===== src/sv/gsp_pkg.sv =====
// ----------------------------------------------------------------------------
// gsp_pkg
// Types, protocol bytes and command codes shared by the gamepad poll responder.
// ----------------------------------------------------------------------------
package gsp_pkg;

  localparam int IDX_W          = 5;   // width of the reported frame index
  localparam int DIGITAL_LENGTH = 5;
  localparam int CONFIG_LENGTH  = 9;

  localparam logic [7:0] IDLE_BYTE    = 8'hFF;
  localparam logic [7:0] HEADER_ID    = 8'h5A;
  localparam logic [7:0] MODE_ANALOG  = 8'h79;
  localparam logic [7:0] MODE_DIGITAL = 8'h41;
  localparam logic [7:0] MODE_CONFIG  = 8'hF3;

  localparam logic [7:0] CMD_POLL_START   = 8'h01;
  localparam logic [7:0] CMD_QUERY_MASK   = 8'h41;
  localparam logic [7:0] CMD_CONFIG       = 8'h43;
  localparam logic [7:0] CMD_SET_MODE     = 8'h44;
  localparam logic [7:0] CMD_QUERY_MODEL  = 8'h45;
  localparam logic [7:0] CMD_QUERY_ACT    = 8'h46;
  localparam logic [7:0] CMD_QUERY_COMB   = 8'h47;
  localparam logic [7:0] CMD_QUERY_MODE   = 8'h4C;
  localparam logic [7:0] CMD_MAP_MOTOR    = 8'h4D;
  localparam logic [7:0] CMD_SET_PRESSURE = 8'h4F;

  typedef enum logic [1:0] {
    OP_FRAME_START   = 2'd0,
    OP_RX_BYTE       = 2'd1,
    OP_ATTN_RELEASE  = 2'd2,
    OP_DATA_UPDATE   = 2'd3
  } gsp_op_e;

  typedef struct packed {
    gsp_op_e    opcode;
    logic [7:0] cmd_byte;
    logic [7:0] buttons_low;
    logic [7:0] buttons_high;
    logic [7:0] right_stick_x;
    logic [7:0] right_stick_y;
    logic [7:0] left_stick_x;
    logic [7:0] left_stick_y;
  } gsp_item_t;

  typedef struct packed {
    logic [7:0]       reply_byte;
    logic             reply_load;
    logic             ack_pulse;
    logic [IDX_W-1:0] frame_index;
    logic             in_config;
  } gsp_result_t;

  // reply bytes 3 to 8; entry 0 is byte 3
  typedef logic [5:0][7:0] gsp_table_t;

  localparam gsp_table_t TABLE_RESET = {8'h7F, 8'h7F, 8'h7F, 8'h7F, 8'hFF, 8'hFF};

  function automatic gsp_table_t tbl6(logic [7:0] b3, logic [7:0] b4, logic [7:0] b5,
                                      logic [7:0] b6, logic [7:0] b7, logic [7:0] b8);
    return {b8, b7, b6, b5, b4, b3};
  endfunction

endpackage


===== src/sv/gsp_in_stage.sv =====
// ----------------------------------------------------------------------------
// gsp_in_stage
// Input register: holds one accepted item until the engine takes it.
// ----------------------------------------------------------------------------
module gsp_in_stage (
  input  logic               clk_i,
  input  logic               rst_ni,
  input  logic               in_valid_i,
  output logic               in_stall_o,
  input  gsp_pkg::gsp_item_t item_i,
  input  logic               take_i,
  output logic               valid_o,
  output gsp_pkg::gsp_item_t item_o
);
  import gsp_pkg::*;

  logic      valid_q;
  gsp_item_t item_q;

  assign in_stall_o = valid_q && !take_i;
  assign valid_o    = valid_q;
  assign item_o     = item_q;

  always_ff @(posedge clk_i or negedge rst_ni) begin
    if (!rst_ni) begin
      valid_q <= 1'b0;
    end else if (!in_stall_o) begin
      valid_q <= in_valid_i;
    end
  end

  always_ff @(posedge clk_i or negedge rst_ni) begin
    if (!rst_ni) begin
      item_q <= '0;
    end else if (in_valid_i && !in_stall_o) begin
      item_q <= item_i;
    end
  end

endmodule


===== src/sv/gsp_engine.sv =====
// ----------------------------------------------------------------------------
// gsp_engine
// Frame state, command decode and reply table; one item per step.
// ----------------------------------------------------------------------------
module gsp_engine #(
  parameter int FULL_LENGTH = 21
) (
  input  logic                 clk_i,
  input  logic                 rst_ni,
  input  logic                 step_i,
  input  gsp_pkg::gsp_item_t   item_i,
  input  logic                 cfg_we_i,
  input  logic                 cfg_data_i,
  output logic                 has_result_o,
  output gsp_pkg::gsp_result_t result_o
);
  import gsp_pkg::*;

  localparam int PosRaw = $clog2(FULL_LENGTH + 1);
  localparam int PosW   = (PosRaw > IDX_W) ? PosRaw : IDX_W;

  localparam logic [PosW-1:0] FullLen = PosW'(FULL_LENGTH);
  localparam logic [PosW-1:0] DigLen  = PosW'(DIGITAL_LENGTH);
  localparam logic [PosW-1:0] CfgLen  = PosW'(CONFIG_LENGTH);

  logic              allow_q;
  logic [PosW-1:0]   pos_q, pos_d;
  logic [7:0]        cmd_q, cmd_d;
  logic              cfg_q, cfg_d;
  logic              digital_q, digital_d;
  logic [PosW-1:0]   frame_len_q, frame_len_d;
  gsp_table_t        table_q, table_d;

  logic [7:0]        mode_byte;
  logic [PosW-1:0]   data_len;
  logic [PosW:0]     pos_inc;
  logic              send;

  function automatic logic [7:0] byte_at(logic [PosW-1:0] pos, gsp_table_t tbl);
    logic [7:0] b;
    case (pos)
      PosW'(2): b = HEADER_ID;
      PosW'(3): b = tbl[0];
      PosW'(4): b = tbl[1];
      PosW'(5): b = tbl[2];
      PosW'(6): b = tbl[3];
      PosW'(7): b = tbl[4];
      PosW'(8): b = tbl[5];
      default:  b = 8'h00;
    endcase
    return b;
  endfunction

  assign mode_byte = digital_q ? MODE_DIGITAL : MODE_ANALOG;
  assign data_len  = digital_q ? DigLen : FullLen;
  assign pos_inc   = {1'b0, pos_q} + (PosW+1)'(1);

  always_comb begin
    pos_d       = pos_q;
    cmd_d       = cmd_q;
    cfg_d       = cfg_q;
    digital_d   = digital_q;
    frame_len_d = frame_len_q;
    table_d     = table_q;
    send        = 1'b0;
    result_o    = '0;
    has_result_o = (item_i.opcode != OP_DATA_UPDATE);

    unique case (item_i.opcode)
      OP_FRAME_START: begin
        pos_d = '0;
        result_o.reply_byte = IDLE_BYTE;
        result_o.reply_load = 1'b1;
      end
      OP_ATTN_RELEASE: begin
        pos_d = '0;
        result_o.reply_load = 1'b1;
      end
      OP_DATA_UPDATE: begin
        table_d = tbl6(~item_i.buttons_low, ~item_i.buttons_high,
                       item_i.right_stick_x, item_i.right_stick_y,
                       item_i.left_stick_x, item_i.left_stick_y);
      end
      OP_RX_BYTE: begin
        if (pos_q == '0) begin
          // bad start byte: nothing loaded, state kept
          if (item_i.cmd_byte == CMD_POLL_START) begin
            frame_len_d = cfg_q ? CfgLen : data_len;
            pos_d       = PosW'(1);
            result_o.reply_byte = cfg_q ? MODE_CONFIG : mode_byte;
            result_o.reply_load = 1'b1;
            result_o.ack_pulse  = 1'b1;
          end
        end else begin
          if (pos_q == PosW'(1)) begin
            cmd_d = item_i.cmd_byte;
            send  = 1'b1;
          end else if (pos_q == PosW'(2)) begin
            send = 1'b1;
            unique case (cmd_q) inside
              CMD_QUERY_MASK:   table_d = digital_q ? '0 :
                                  tbl6(8'hFF, 8'hFF, 8'h03, 8'h00, 8'h00, 8'h5A);
              CMD_QUERY_MODEL:  table_d = tbl6(8'h03, 8'h02, 8'h01, 8'h02, 8'h01, 8'h00);
              CMD_QUERY_ACT, CMD_QUERY_MODE: table_d[0] = 8'h00;
              CMD_QUERY_COMB:   table_d = tbl6(8'h00, 8'h00, 8'h02, 8'h00, 8'h00, 8'h00);
              CMD_MAP_MOTOR:    table_d = tbl6(8'h00, 8'h01, 8'hFF, 8'hFF, 8'hFF, 8'hFF);
              CMD_SET_PRESSURE: table_d = tbl6(8'h00, 8'h00, 8'h00, 8'h00, 8'h00, 8'h5A);
              default:          send = 1'b0;
            endcase
          end else if (pos_q == PosW'(3)) begin
            send = 1'b1;
            unique case (cmd_q) inside
              CMD_CONFIG:   cfg_d = (item_i.cmd_byte == 8'h01);
              CMD_SET_MODE: digital_d = allow_q && (item_i.cmd_byte == 8'h00);
              CMD_QUERY_ACT: begin
                if (item_i.cmd_byte == 8'h00) begin
                  table_d = tbl6(table_q[0], 8'h00, 8'h00, 8'h02, 8'h00, 8'h0A);
                end else if (item_i.cmd_byte == 8'h01) begin
                  table_d = tbl6(table_q[0], 8'h00, 8'h00, 8'h00, 8'h00, 8'h14);
                end
              end
              CMD_QUERY_MODE: begin
                if (item_i.cmd_byte == 8'h00) begin
                  table_d = tbl6(table_q[0], 8'h00, 8'h00, 8'h04, 8'h00, 8'h00);
                end else if (item_i.cmd_byte == 8'h01) begin
                  table_d = tbl6(table_q[0], 8'h00, 8'h00, 8'h06, 8'h00, 8'h00);
                end
              end
              default: send = 1'b0;
            endcase
          end

          if (send || (pos_inc < {1'b0, frame_len_q})) begin
            pos_d = pos_inc[PosW-1:0];
            result_o.reply_byte = byte_at(pos_d, table_d);
            result_o.reply_load = 1'b1;
            result_o.ack_pulse  = 1'b1;
          end else if (pos_inc == {1'b0, frame_len_q}) begin
            // last byte of the frame: reply loaded, no acknowledge
            pos_d = pos_inc[PosW-1:0];
            result_o.reply_byte = byte_at(pos_d, table_d);
            result_o.reply_load = 1'b1;
          end else begin
            pos_d = '0;   // overrun
          end
        end
      end
    endcase

    result_o.frame_index = pos_d[IDX_W-1:0];
    result_o.in_config   = cfg_d;
  end

  always_ff @(posedge clk_i or negedge rst_ni) begin
    if (!rst_ni) begin
      pos_q       <= '0;
      cmd_q       <= '0;
      cfg_q       <= 1'b0;
      digital_q   <= 1'b0;
      frame_len_q <= FullLen;
      table_q     <= TABLE_RESET;
    end else if (step_i) begin
      pos_q       <= pos_d;
      cmd_q       <= cmd_d;
      cfg_q       <= cfg_d;
      digital_q   <= digital_d;
      frame_len_q <= frame_len_d;
      table_q     <= table_d;
    end
  end

  always_ff @(posedge clk_i or negedge rst_ni) begin
    if (!rst_ni) begin
      allow_q <= 1'b0;
    end else if (cfg_we_i) begin
      allow_q <= cfg_data_i;
    end
  end

endmodule


===== src/sv/gsp_out_stage.sv =====
// ----------------------------------------------------------------------------
// gsp_out_stage
// Result register: holds one result until the consumer takes it.
// ----------------------------------------------------------------------------
module gsp_out_stage (
  input  logic                 clk_i,
  input  logic                 rst_ni,
  input  logic                 load_i,
  input  gsp_pkg::gsp_result_t result_i,
  output logic                 ready_o,
  output logic                 out_valid_o,
  input  logic                 out_stall_i,
  output gsp_pkg::gsp_result_t result_o
);
  import gsp_pkg::*;

  logic        valid_q;
  gsp_result_t result_q;

  assign ready_o     = !valid_q || !out_stall_i;
  assign out_valid_o = valid_q;
  assign result_o    = result_q;

  always_ff @(posedge clk_i or negedge rst_ni) begin
    if (!rst_ni) begin
      valid_q <= 1'b0;
    end else if (load_i) begin
      valid_q <= 1'b1;
    end else if (!out_stall_i) begin
      valid_q <= 1'b0;
    end
  end

  always_ff @(posedge clk_i) begin
    if (load_i) begin
      result_q <= result_i;
    end
  end

endmodule


===== src/sv/gamepad_spi_poll_responder.sv =====
// Path: an accepted item waits in the input register, then its combinational decode
//   of position and command is loaded into the result register at the output port.
// Throughput: one item per cycle while the output is not stalled.
// Data updates give no result. Reset is asynchronous: frame position 0,
//   analog mode, config mode off, reply table at idle buttons and centered sticks.
// ----------------------------------------------------------------------------
// gamepad_spi_poll_responder
// Device side of a console gamepad poll exchange: reply byte and ack per byte, no ack on a frame's last byte.
// ----------------------------------------------------------------------------
module gamepad_spi_poll_responder #(
  parameter int FULL_LENGTH = 21
) (
  input  logic       clk_i,
  input  logic       rst_ni,
  input  logic       in_valid_i,
  output logic       in_stall_o,
  input  logic [1:0] opcode_i,
  input  logic [7:0] cmd_byte_i,
  input  logic [7:0] buttons_low_i,
  input  logic [7:0] buttons_high_i,
  input  logic [7:0] right_stick_x_i,
  input  logic [7:0] right_stick_y_i,
  input  logic [7:0] left_stick_x_i,
  input  logic [7:0] left_stick_y_i,
  output logic       out_valid_o,
  input  logic       out_stall_i,
  output logic [7:0] reply_byte_o,
  output logic       reply_load_o,
  output logic       ack_pulse_o,
  output logic [4:0] frame_index_o,
  output logic       in_config_o,
  input  logic       cfg_valid_i,
  output logic       cfg_ready_o,
  input  logic       cfg_data_i
);
  import gsp_pkg::*;

  gsp_item_t   item_in, item_q;
  gsp_result_t eng_result, out_result;
  logic        item_valid;
  logic        has_result;
  logic        out_ready;
  logic        advance;

  assign item_in = '{opcode:        gsp_op_e'(opcode_i),
                     cmd_byte:      cmd_byte_i,
                     buttons_low:   buttons_low_i,
                     buttons_high:  buttons_high_i,
                     right_stick_x: right_stick_x_i,
                     right_stick_y: right_stick_y_i,
                     left_stick_x:  left_stick_x_i,
                     left_stick_y:  left_stick_y_i};

  // an item without a result never waits on the output side
  assign advance     = item_valid && (!has_result || out_ready);
  assign cfg_ready_o = 1'b1;

  gsp_in_stage u_in_stage (
    .clk_i      (clk_i),
    .rst_ni     (rst_ni),
    .in_valid_i (in_valid_i),
    .in_stall_o (in_stall_o),
    .item_i     (item_in),
    .take_i     (advance),
    .valid_o    (item_valid),
    .item_o     (item_q)
  );

  gsp_engine #(
    .FULL_LENGTH (FULL_LENGTH)
  ) u_engine (
    .clk_i        (clk_i),
    .rst_ni       (rst_ni),
    .step_i       (advance),
    .item_i       (item_q),
    .cfg_we_i     (cfg_valid_i && cfg_ready_o),
    .cfg_data_i   (cfg_data_i),
    .has_result_o (has_result),
    .result_o     (eng_result)
  );

  gsp_out_stage u_out_stage (
    .clk_i       (clk_i),
    .rst_ni      (rst_ni),
    .load_i      (advance && has_result),
    .result_i    (eng_result),
    .ready_o     (out_ready),
    .out_valid_o (out_valid_o),
    .out_stall_i (out_stall_i),
    .result_o    (out_result)
  );

  assign reply_byte_o  = out_result.reply_byte;
  assign reply_load_o  = out_result.reply_load;
  assign ack_pulse_o   = out_result.ack_pulse;
  assign frame_index_o = out_result.frame_index;
  assign in_config_o   = out_result.in_config;

`ifndef SYNTHESIS
  // a result never overwrites one the consumer is still stalling on
  a_no_overwrite: assert property (@(posedge clk_i) disable iff (!rst_ni)
    advance && has_result |-> !(out_valid_o && out_stall_i))
    else $error("result register overwritten while stalled");

  a_ack_needs_load: assert property (@(posedge clk_i) disable iff (!rst_ni)
    out_valid_o && ack_pulse_o |-> reply_load_o)
    else $error("acknowledge without a loaded reply");

  a_no_load_zero: assert property (@(posedge clk_i) disable iff (!rst_ni)
    out_valid_o && !reply_load_o |-> (reply_byte_o == 8'h00) && !ack_pulse_o)
    else $error("unloaded result carries data");
`endif

endmodule

===== config.mk =====
export PLATFORM = sky130hd
export DESIGN_NAME = gamepad_spi_poll_responder
export DESIGN_NICKNAME = d
export VERILOG_FILES = /design/src/sv/gsp_pkg.sv /design/src/sv/gsp_in_stage.sv /design/src/sv/gsp_engine.sv /design/src/sv/gsp_out_stage.sv /design/src/sv/gamepad_spi_poll_responder.sv
export SDC_FILE = /design/constraint.sdc
export NUM_CORES = 1
export LEC_CHECK = 0
export ABC_AREA = 1
export BUFFER_PORTS_ARGS = -buffer_cell sky130_fd_sc_hd__buf_2
export CAP_MARGIN = 20
export CORE_MARGIN = 3
export CORE_UTILIZATION = 55
export DETAILED_ROUTE_END_ITERATION = 8
export PLACE_DENSITY = 0.76
export SLEW_MARGIN = 20
export SYNTH_ARGS = -nofsm -noshare
export SYNTH_HDL_FRONTEND = slang
export SYNTH_SLANG_ARGS = --single-unit
export TNS_END_PERCENT = 1

===== constraint.sdc =====
create_clock -name clk_i -period 7.4 [get_ports clk_i]
set_clock_uncertainty 0.15 [all_clocks]
set_input_delay 1.48 -clock clk_i [delete_from_list [all_inputs] [get_ports clk_i]]
set_output_delay 1.48 -clock clk_i [all_outputs]
set_load 0.01 [all_outputs]

==> results.yml <==
timing:
  setup_slack_ps: 3763
  rsz0062_at_grt: "no"
  timing.fmax_mhz: 275.0
  worst_pin_slew_ps: 828.8
  finalSetupViolCount: 0
  final.min_clock_period_ps: 3637
  finalHoldViolCount: 0
  slew_headroom_pct: 44.75
  finalCritPeriodShare_pct: 49.15
  setup_tns_ps: 0
  hold_ws_ps: 285.3
  slew_viol_final: 0
global_routing:
  antenna_found_initial: 0
  grt_start_max_net_pins: 67
  grt_usage_pct: 25.38
  first_global_vias: 6690
  overflow: 0
  grt_pass1_wl_um: 32530
placed_design:
  place_congestion: 0.9449
  io_buffers: 81
  dp_slack_ps: 3564
  dp_hpwl_um: 14030
  dpl_cell_area_mm2: 0.008491
clock_network:
  cts_root_buf: "clkbuf_16"
  numCtsBuffers: 17
  clock_sinks: 143
  worst_skew_pair.late_latency_ps: 430
  htreeDepth: 4
  clk_path_buf_depth: 2
  path_clk_slew_ps: 60
  cts_tree: "built"
  hold_buffers: 0
  cts.repair.resized: 0
  cts_setup_buffers: 0
yosys:
  ys_seq_area_share_pct: 46.51
  yosys_warnings: 0
  syn_nets: 1077
  ys_seq_elements: 143
  synth.distinct_cells: 43
  synth_area_mm2: 0.007990
  ys.flop_type: "dfrtp_1"
  syn_inst: 1005
  syn_avg_cell_area_um2: 7.950
  ys_async_sr_fraction_pct: 88.81
  synth_edf_count: 16
die:
  core_mm2: 0.01404
  initial_utilization_pct: 56.90
  io_pins: 83
  die-area_mm2: 0.01601
  num_rows: 43
  die_x_um: 126.5
  die_h_um: 126.5
finish:
  area_delta_synth_final_pct: 13.28
  finalNetCount: 1141
  multi_input_area_mm2: 0.003654
  seqCellArea_mm2: 0.003716
  drive_gt1_share_pct: 22.92
  n_antenna_cell: 0
  final_util_pct: 64.46
  fin_area_mm2: 0.009051
  nFillCells: 1232
pwr:
  pwr-share-seq_pct: 42.3
  switching_share_pct: 34.71
  power.share.clock_pct: 29.3
  internal_power_w: 0.001826
  ir_worst_vdd_v: 0.0001962
  comb_power_share_pct: 28.4
  power_density_mw_per_mm2: 309.0
  leakagePower_nw: 4.421
  switching_power_w: 0.0009707
run:
  cap_violations: 0
route:
  drc: 0
  routed_wl_um: 19810
  firstDrtPassIters: 6
  dr_total_vias: 7027
  avgRoutedWirePerCell_um: 15.70
  drtAntennaViolNets: 0
  via_per_inst: 5.568
  drtIter0Drc: 561
critical_path:
  start_kind: "input port"
  required_ps: 5770
  path_max_fanout: 3
  critPathKind: "input port to output port"
  crit_family: "buffers and inverters"
  worstSetupEndpointType: "output port"
  cp_num_buf_inv: 4
  arrival_ps: 2010
  path_cells: "buf_2, nand2_1, inv_1, nand3_1, inv_1, buf_2"
  slowest_stage: "buf_2"
  slowest_delay_ps: 130
min_path:
  hold_class: "flip-flop to flip-flop"
outcome:
  status: "finished, final reports clean"
worst paths after layout:
check / startpoint / to / slack [ps] / depth (start not counted)
worst min register to register: u_engine.digital_q / u_engine.frame_len_q[4] / 290 / 1
min in group asynchronous: rst_ni / u_in_stage.item_o[22] / 1000 / 1
max in group asynchronous: rst_ni / u_engine.table_q[47] / 4810 / 2
worst max-delay path: out_stall_i / in_stall_o / 3760 / 6
worst min-delay path: u_engine.digital_q / u_engine.frame_len_q[4] / 290 / 1
worst max register to register: u_engine.pos_q[0] / u_out_stage.result_o[11] / 3770 / 13
per-stage QoR:
step                instances  power (W)
floorplan                1005   0.001767
global placement         1230   0.001948
detailed placement       1230   0.001975
CTS                      1262   0.002802
global route             1262   0.002964
finish                   1262   0.002797
flip-flops by register name (all words and copies together), names as in the netlist:
register and count:
u_engine.allow_q 1, u_engine.cfg_q 1, u_engine.cmd_q 8, u_engine.digital_q 1
u_engine.frame_len_q 3, u_engine.pos_q 5, u_engine.table_q 48, u_in_stage.item_o 58
u_in_stage.valid_o 1, u_out_stage.out_valid_o 1, u_out_stage.result_o 16
power by group through the flow:
stage / clock network [W] / registers [W] / logic (W)
after floorplan: 0 / 0.00117 / 0.000598
after global placement: 0 / 0.00119 / 0.000761
after detailed placement: 0 / 0.00119 / 0.000782
after CTS: 0.000830 / 0.00118 / 0.000790
after global routing: 0.000862 / 0.00120 / 0.000898
final: 0.000819 / 0.00118 / 0.000795
cell type report:
class	instances	share of cell area, %
Sequential cell	143	41.06
Multi-Input combinational cell	701	40.36
Inverter	120	4.977
Timing Repair Buffer	86	4.921
Clock buffer	18	4.742
Tap cell	180	2.488
Clock inverter	14	1.451
per-layer routing:
metal / wire length [um] / share of wire (%) / vias to the layer above / GRT usage [%]
met4: 547 / 2.8 / 0 / 10.28
met2: 9543 / 48 / 236 / 41.25
met3: 1319 / 6.7 / 44 / 5.347
met5: 0 / 0 / - / 0
met1: 8399 / 42 / 3319 / 33.33
li1: - / - / 3428 / -
cell usage in the layout (no fill, tap or decap), types with 7 or more instances in the layout:
master | netlist | routed
nand3_1 | 71 | 71
clkbuf_16 | 0 | 17
inv_2 | 15 | 15
o21ai_1 | 13 | 13
o21ai_0 | 74 | 74
nand2_1 | 269 | 268
dfrtp_1 | 81 | 81
edfxtp_1 | 16 | 16
buf_2 | 8 | 80
nand4_1 | 9 | 9
o22ai_1 | 23 | 23
a21oi_1 | 68 | 68
nand2_2 | 6 | 7
ha_1 | 8 | 8
mux2_2 | 41 | 41
nor2_1 | 77 | 76
dfstp_2 | 46 | 46
inv_1 | 105 | 104
cell usage after synthesis, types with 8 or more instances:
cell type / count / share of area [%]
inv_2: 15 / 0.70
inv_1: 105 / 4.9
o21ai_0: 74 / 4.6
o22ai_1: 23 / 1.8
nand2_1: 269 / 13
a21oi_1: 68 / 4.3
mux2_2: 41 / 5.8
o21ai_1: 13 / 0.81
dfrtp_1: 81 / 25
nand3_1: 71 / 4.4
edfxtp_1: 16 / 6.0
clkbuf_1: 24 / 1.1
nor2_1: 77 / 3.6
buf_2: 8 / 0.50
dfstp_2: 46 / 15
nand4_1: 9 / 0.70
ha_1: 8 / 1.3
cells by family (layout without fill, tap and decap cells):
| logic type | count (synthesis) | count (layout) | share of synthesized area, % |
|---|---|---|---|
| compound gates | 193 | 193 | 12.98 |
| fa+ha+maj | 8 | 8 | 1.253 |
| flops | 143 | 143 | 46.51 |
| xor+xnor | 2 | 2 | 0.4542 |
| buf+inv | 161 | 238 | 7.924 |
| simple gates | 456 | 456 | 25.05 |
| mux | 41 | 41 | 5.778 |
| other cells | 1 | 1 | 0.04693 |
(Power assumes the default switching activity.)
